[src/design/rilbp_pkg.sv]
// ----------------------------------------------------------------------------
// rilbp_pkg: shared definitions for the rotation-invariant LBP block
// Sizes, configuration register indexes, the line-store write bundle and the
// helper functions used by the datapath.
// ----------------------------------------------------------------------------
package rilbp_pkg;

  // Frame and pixel geometry
  localparam int MAX_WIDTH      = 1024;
  localparam int MAX_HEIGHT     = 1024;
  localparam int MIN_SIZE       = 3;
  localparam int PIXEL_BITS     = 8;
  localparam int CODE_BITS      = 8;
  localparam int SIZE_BITS      = 11;
  localparam int COL_BITS       = $clog2(MAX_WIDTH);
  localparam int ROW_BITS       = $clog2(MAX_HEIGHT);
  localparam int WIN_TAPS       = 9;
  localparam int CFG_INDEX_BITS = 2;
  localparam int IN_DATA_BITS   = ((PIXEL_BITS + 7) / 8) * 8;

  typedef logic [PIXEL_BITS-1:0] pixel_t;
  typedef logic [CODE_BITS-1:0]  code_t;
  typedef logic [SIZE_BITS-1:0]  size_t;
  typedef logic [COL_BITS-1:0]   col_t;
  typedef logic [ROW_BITS-1:0]   row_t;

  // Configuration register indexes
  typedef enum logic [CFG_INDEX_BITS-1:0] {
    REG_FRAME_WIDTH  = 0,
    REG_FRAME_HEIGHT = 1
  } cfg_reg_t;

  // Write request into both line stores at one column
  typedef struct packed {
    logic   en;
    col_t   addr;
    pixel_t upper;
    pixel_t middle;
  } lb_wr_t;

  // Saturate a written frame size into MIN_SIZE..hi.
  function automatic size_t clamp_size(input size_t v, input size_t hi);
    size_t r;
    if (v < size_t'(MIN_SIZE)) begin
      r = size_t'(MIN_SIZE);
    end else if (v > hi) begin
      r = hi;
    end else begin
      r = v;
    end
    return r;
  endfunction

  // Smallest value among the eight circular rotations of a byte.
  function automatic code_t min_rotation(input code_t code);
    code_t rot;
    code_t best;
    rot  = code;
    best = code;
    for (int k = 1; k < CODE_BITS; k++) begin
      rot = {rot[CODE_BITS-2:0], rot[CODE_BITS-1]};
      if (rot < best) begin
        best = rot;
      end
    end
    return best;
  endfunction

endpackage

[src/design/rilbp_code.sv]
// ----------------------------------------------------------------------------
// rilbp_code: neighbour threshold and rotation-invariant code
// Compares the eight neighbours with the centre, takes the minimum over the
// eight rotations of the resulting byte and registers it.
// ----------------------------------------------------------------------------
module rilbp_code (
  input  logic              clk,
  input  logic              en,
  input  rilbp_pkg::pixel_t window [rilbp_pkg::WIN_TAPS],
  output rilbp_pkg::code_t  code
);
  import rilbp_pkg::*;

  pixel_t centre;
  code_t  bits;

  // Window index is row * 3 + column; bits run clockwise from the top-left,
  // first neighbour in the MSB.
  always_comb begin
    centre = window[4];
    bits   = {window[0] >= centre, window[1] >= centre, window[2] >= centre,
              window[5] >= centre, window[8] >= centre, window[7] >= centre,
              window[6] >= centre, window[3] >= centre};
  end

  // Result register.
  always_ff @(posedge clk) begin
    if (en) begin
      code <= min_rotation(bits);
    end
  end

endmodule

[config.mk]
export PLATFORM = sky130hd
export DESIGN_NAME = rilbp_code
export DESIGN_NICKNAME = d
export VERILOG_FILES = /design/src/design/rilbp_pkg.sv /design/src/design/rilbp_code.sv
export SDC_FILE = /design/constraint.sdc
export NUM_CORES = 1
export LEC_CHECK = 0
export ABC_AREA = 1
export ABC_CLOCK_PERIOD_IN_PS = 28700
export BUFFER_PORTS_ARGS = -buffer_cell sky130_fd_sc_hd__buf_2
export CAP_MARGIN = 20
export CORE_MARGIN = 2
export CORE_UTILIZATION = 45
export DETAILED_ROUTE_END_ITERATION = 7
export GPL_TIMING_DRIVEN = 0
export PLACE_DENSITY = 0.66
export SYNTH_ARGS = -nofsm -noshare
export SYNTH_HDL_FRONTEND = slang
export SYNTH_SLANG_ARGS = --single-unit
[constraint.sdc]
create_clock -name clk -period 28.7 [get_ports clk]
set_input_delay 0 -clock clk [delete_from_list [all_inputs] [get_ports clk]]
set_output_delay 0 -clock clk [all_outputs]
set_load 0.005 [all_outputs]
==> results.toml, run 1 <==
[layout]
largest-register = "code"
areaGrowthSynthToFinish_pct = 15.2
final_cells = 755
reg_top3 = "code: 8 flops"
largest_reg_flops = 8
nets = 833
num_antenna_cells = 0
final_layout_size_suffix_gt1_share_pct = 21.2

[yosys]
synth_area_leaders = "ha_1 (35%), nand2_1 (16%), inv_1 (6.4%), edfxtp_1 (6.3%), o21ai_0 (5.4%)"
ys_seq_area_share_pct = 6.31
synth_nets = 747
syn_area_per_cell_um2 = 6.72
syn-cell-area_um2 = 3800
ys_warn_count = 0
yosys.area.top_type = "ha_1"
yosysUniqueCellTypes = 30
synth_top_area_share_pct = 35.2
synth_cells = 566
synth_seq_cells = 8

[clocking]
cts_max_path_buffers = 2
cts_tree = "done"
cts_max_level = 1
cts_num_sinks = 8
cts_resized = 0
clk_pin_slew_ns = 0.04
hold_buffers = 0
cts_root_buf = "clkbuf_8"
post_cts_buffers = 0
cts_buffers = 3

[drt]
drt-pass1-iter-count = 6
drtIter0Drc = 112
avgViaCountPerCell = 5.14
ant_nets = 0
wirelength_mm = 9.13
drcViolationCount = 0
wl_per_cell_um = 12.1
vias = 3881

[timing]
hold_violations = 0
rsz0062_at_grt = "false"
drv_slew = 0
fin_crit_sh_pct = 44.2
fmax_ghz = 0.0789
period_minus_slack_ns = 12.68
finalSetupTns_ns = 0
worst_pin_slew_ns = 0.786
setup_viol = 0
maxSlewHeadroom_pct = 47.3

[placement]
dp_cells = 752
dp_hpwl_mm = 7.87
io_buffers = 81
gp_congestion = 0.836

[power_and_ir_drop]
total_power_uw = 465
powerDensity_nw_per_um2 = 106
peakVddDrop_mv = 0.0484
p_leak_uw = 0.00250

[critical_path]
arrival_ns = 12.65
slowest_delay_ns = 0.62
worst_setup_path_end_kind = "flop"
crit_fanout = 12
critical_path_class = "in2reg"
startpoint_type = "primary input"
crit_required_ns = 28.67
critPathSlowestCell = "a211oi_1"

[grt]
antenna_found_initial = 0
grt_pass1_vias = 3761
grt_max_degree = 17
grt-ovfl-total = 0
grt_usage_pct = 20.4
grt_pass1_wl_mm = 15.6

[hold_path]
hold_depth = 1
hold_class = "in2reg"

[floorplan]
core-area_um2 = 8220
die_w_um = 96.0
die_h_um = 96.0
ioPinCount = 82
rows = 33
die-area_um2 = 9210
start_util_pct = 46.3

[job]
maxCapViolations = 0

[status]
status = "complete, no violations"
## worst paths after layout
kind | slack (ns) | from | endpoint
max | 16.02 | window[37] | code[5]$_DFFE_PP_
min | 0.12 | en | code[2]$_DFFE_PP_
## cells in the mapped netlist, drive strengths merged
master	count
nand4	6
nor3	1
clkbuf	2
bufbuf	1
dlymetal6s2s	1
buf	7
clkinv	3
edfxtp	8
a211oi	12
o21a	2
ha	107
o21ai	42
nand3	35
and3	6
and2	1
nand2	192
o21bai	4
inv	65
nor2	37
a21oi	34
## worst max-delay path, delay by kind of cell
family | cells | cell delay, ns
adders and majority gates | 8 | 2.50
buffers and inverters | 11 | 2.01
and+or+nand+nor | 19 | 1.77
AOI/OAI and AO/OA | 22 | 6.34
## placed cells by master, fill, tap and decap left out, types with 8 or more instances in the layout
master    count
edfxtp_1      8
nand2_2      20
a211oi_1     11
a21oi_1      33
nor2_1       37
ha_1        107
inv_1        65
nand2_4      12
nand3_1      32
buf_2        81
o21ai_0      41
nand2_1     158
## area by class of cell
cell class	instances	area [um^2]
clock buffer	3	41.3
inverter	68	255
fill	856	3830
multi-input combinational	479	3200
tap	105	131
buffer	11	113
timing repair buffer	81	405
sequential	8	240
## logic make-up (layout without fill, tap and decap cells)
| family | count (synthesis) | count (layout) | synth area share [%] |
|---|---|---|---|
| compound gates | 94 | 94 | 14.0 |
| fa+ha+maj | 107 | 107 | 35.2 |
| buf+inv | 79 | 163 | 9.67 |
| flops | 8 | 8 | 6.31 |
| simple gates | 278 | 278 | 34.9 |
## report_power, final
| part | total [uW] | internal, uW | leakage, uW | switching, uW |
|---|---|---|---|---|
| combinational | 424 | 161 | 0.00241 | 262 |
| clock | 12.8 | 9.02 | 0.0000216 | 3.73 |
| sequential | 28.2 | 26.9 | 0.0000778 | 1.34 |
| total | 465 | 197 | 0.00250 | 267 |
## routing by layer
| layer | vias up | GRT usage [%] | share of wire [%] |
|---|---|---|---|
| met3 | 7 | 1.64 | 3.1 |
| met1 | 1739 | 24.7 | 46 |
| met5 | - | 0 | 0 |
| met2 | 60 | 39.4 | 50 |
| met4 | 0 | 3.33 | 0.58 |
| li1 | 2075 | - | - |
## through the flow
step	setup WS (ns)	instance area (um^2)	utilization [%]	hold slack, ns
after floorplan	17.79	3800	-	0.112
after global placement	15.99	4340	52.8	0.339
after detailed placement	15.86	4340	52.8	0.351
after CTS	16.07	4380	53.3	0.124
after global routing	14.87	4380	53.3	0.120
final	16.02	4380	53.3	0.119
No activity file was read; power rests on OpenSTA's default activity.
==> run 2, diff against run 1 <==
--- a/config.mk
+++ b/config.mk
@@ -6,7 +6,7 @@
 export NUM_CORES = 1
 export LEC_CHECK = 0
 export ABC_AREA = 1
-export ABC_CLOCK_PERIOD_IN_PS = 28700
+export ABC_CLOCK_PERIOD_IN_PS = 12000
 export BUFFER_PORTS_ARGS = -buffer_cell sky130_fd_sc_hd__buf_2
 export CAP_MARGIN = 20
 export CORE_MARGIN = 2
==> constraint.sdc (replaced) <==
create_clock -name clk -period 12 [get_ports clk]
set_input_delay 0 -clock clk [delete_from_list [all_inputs] [get_ports clk]]
set_output_delay 0 -clock clk [all_outputs]
set_load 0.005 [all_outputs]
==> run 2 against run 1 <==
  * Cell area up 1.7%
  * Critical path depth up 1
  * First-iteration DRC count up 38%
  * Die area unchanged
  * Critical path type unchanged
  * Worst setup slack worse by 15 ns
  * Clock power up 140%
  * Sequential power up 140%
  * Non-clock buffer count up 1
  * Critical endpoint is now code[4]$_DFFE_PP_
==> results.toml, run 2 (synthesized netlist as in run 1, its figures left out) <==
[clocking]
cts_buffers = 3
clk_pin_slew_ns = 0.04
cts_max_level = 1
cts_num_sinks = 8
cts_root_buf = "clkbuf_8"
cts_max_path_buffers = 2
cts_tree = "done"

[critical_path]
slowest_delay_ns = 0.38
crit_required_ns = 11.97
critPathSlowestCell = "ha_1"
crit_fanout = 12
crit_path_start = "window[37]"
critical_path_class = "in2reg"
worst_setup_path_end_kind = "flop"
startpoint_type = "primary input"
arrival_ns = 11.02

[drt]
wl_per_cell_um = 12.2
drcViolationCount = 0
vias = 3888
ant_nets = 0
drt-pass1-iter-count = 4
drtIter0Drc = 154
wirelength_mm = 9.24
avgViaCountPerCell = 5.14

[power_and_ir_drop]
p_leak_uw = 0.00253
powerDensity_nw_per_um2 = 266
peakVddDrop_mv = 0.136

[placement]
dp_slack_ns = -0.841
dp_hpwl_mm = 7.87
gp_congestion = 0.836
place_area_um2 = 4340
io_buffers = 81

[floorplan]
die_h_um = 96.0
core-area_um2 = 8220
die_w_um = 96.0
ioPinCount = 82
start_util_pct = 46.3
die-area_um2 = 9210
rows = 33

[grt]
antenna_found_initial = 0
grt_pass1_wl_mm = 15.6
grt_usage_pct = 20.4
grt-ovfl-total = 0
grt_pass1_vias = 3787
grt_max_degree = 17

[timing]
fin_crit_sh_pct = 92.1
hold_violations = 0
worst_pin_slew_ns = 0.499
drv_slew = 0
layout_setup_ws_ns = 0.947
rsz0062_at_grt = "false"
setup_viol = 0
fmax_ghz = 0.0905
maxSlewHeadroom_pct = 66.7
period_minus_slack_ns = 11.05
whs_ns = 0.124

[layout]
largest-register = "code"
final_area_um2 = 4460
postLayoutCoreUtil_pct = 54.2
final_cell_mix = "nand2_1 (158), ha_1 (107), buf_2 (81), inv_1 (65), o21ai_0 (41)"
final_common_cell = "nand2_1"
reg_top3 = "code: 8 flops"
largest_reg_flops = 8
nets = 834
areaGrowthSynthToFinish_pct = 17.1
num_antenna_cells = 0
final_layout_size_suffix_gt1_share_pct = 22.3

[job]
maxCapViolations = 0

[hold_path]
min_to = "code[2]$_DFFE_PP_"
hold_path.startpoint = "en"
hold_class = "in2reg"
hold_depth = 1

[status]
status = "complete, no violations"
## run 2: cell types whose count changed in the layout (fill, tap and decap cells not counted), sizes merged
cell | before | now
buf | 88 | 89
## run 2: layout make-up
class / instances / area [um^2]
well taps: 105 / 131
flip-flops and latches: 8 / 240
repair buffers: 82 / 425
multi-input cells: 479 / 3250
plain buffers: 11 / 113
clock buffers: 3 / 41.3
inverters: 68 / 255
fillers: 849 / 3760
## run 2: layer usage
metal / vias to the layer above / GRT usage, % / part of all wire, %
li1: 2072 / - / -
met1: 1744 / 24.5 / 46
met2: 65 / 39.3 / 51
met3: 7 / 1.88 / 3.2
met4: 0 / 3.93 / 0.57
met5: - / 0 / 0
## run 2: repair_timing
item	4_1_cts	5_1_grt
gates cloned	0	0
setup endpoints to repair	8	8
hold endpoints to repair	0	0
setup buffers	0	1
hold buffers	0	0
gates resized for setup	3	6
pin swaps	0	1
## run 2: critical path: cells and delay by family
family	cells	cell delay [ns]
adders and majority gates	8	2.54
AOI/OAI and AO/OA	21	4.59
and+or+nand+nor	20	1.75
buffers and inverters	12	2.08
## run 2: stage by stage
step	setup TNS [ns]	total power, uW	cells
final	0	1180	756
after global placement	-5.57	1050	752
after floorplan	0	889	566
after global routing	0	1340	756
after CTS	0	1130	755
after detailed placement	-6.67	1080	752
## run 2: power by group
group	total (uW)	leakage (uW)	internal, uW	switching (uW)
combinational	1090	0.00243	432	654
clock	30.6	0.0000216	21.6	9.01
sequential	67.5	0.0000778	64.3	3.20
total	1180	0.00253	518	666
## run 2: worst max path at each step
stage,to,slack [ns]
after global placement,code[5]$_DFFE_PP_,-0.71
after floorplan,code[5]$_DFFE_PP_,1.09
after CTS,code[5]$_DFFE_PP_,0.06
after detailed placement,code[5]$_DFFE_PP_,-0.84
final,code[4]$_DFFE_PP_,0.95
after global routing,code[2]$_DFFE_PP_,0.06
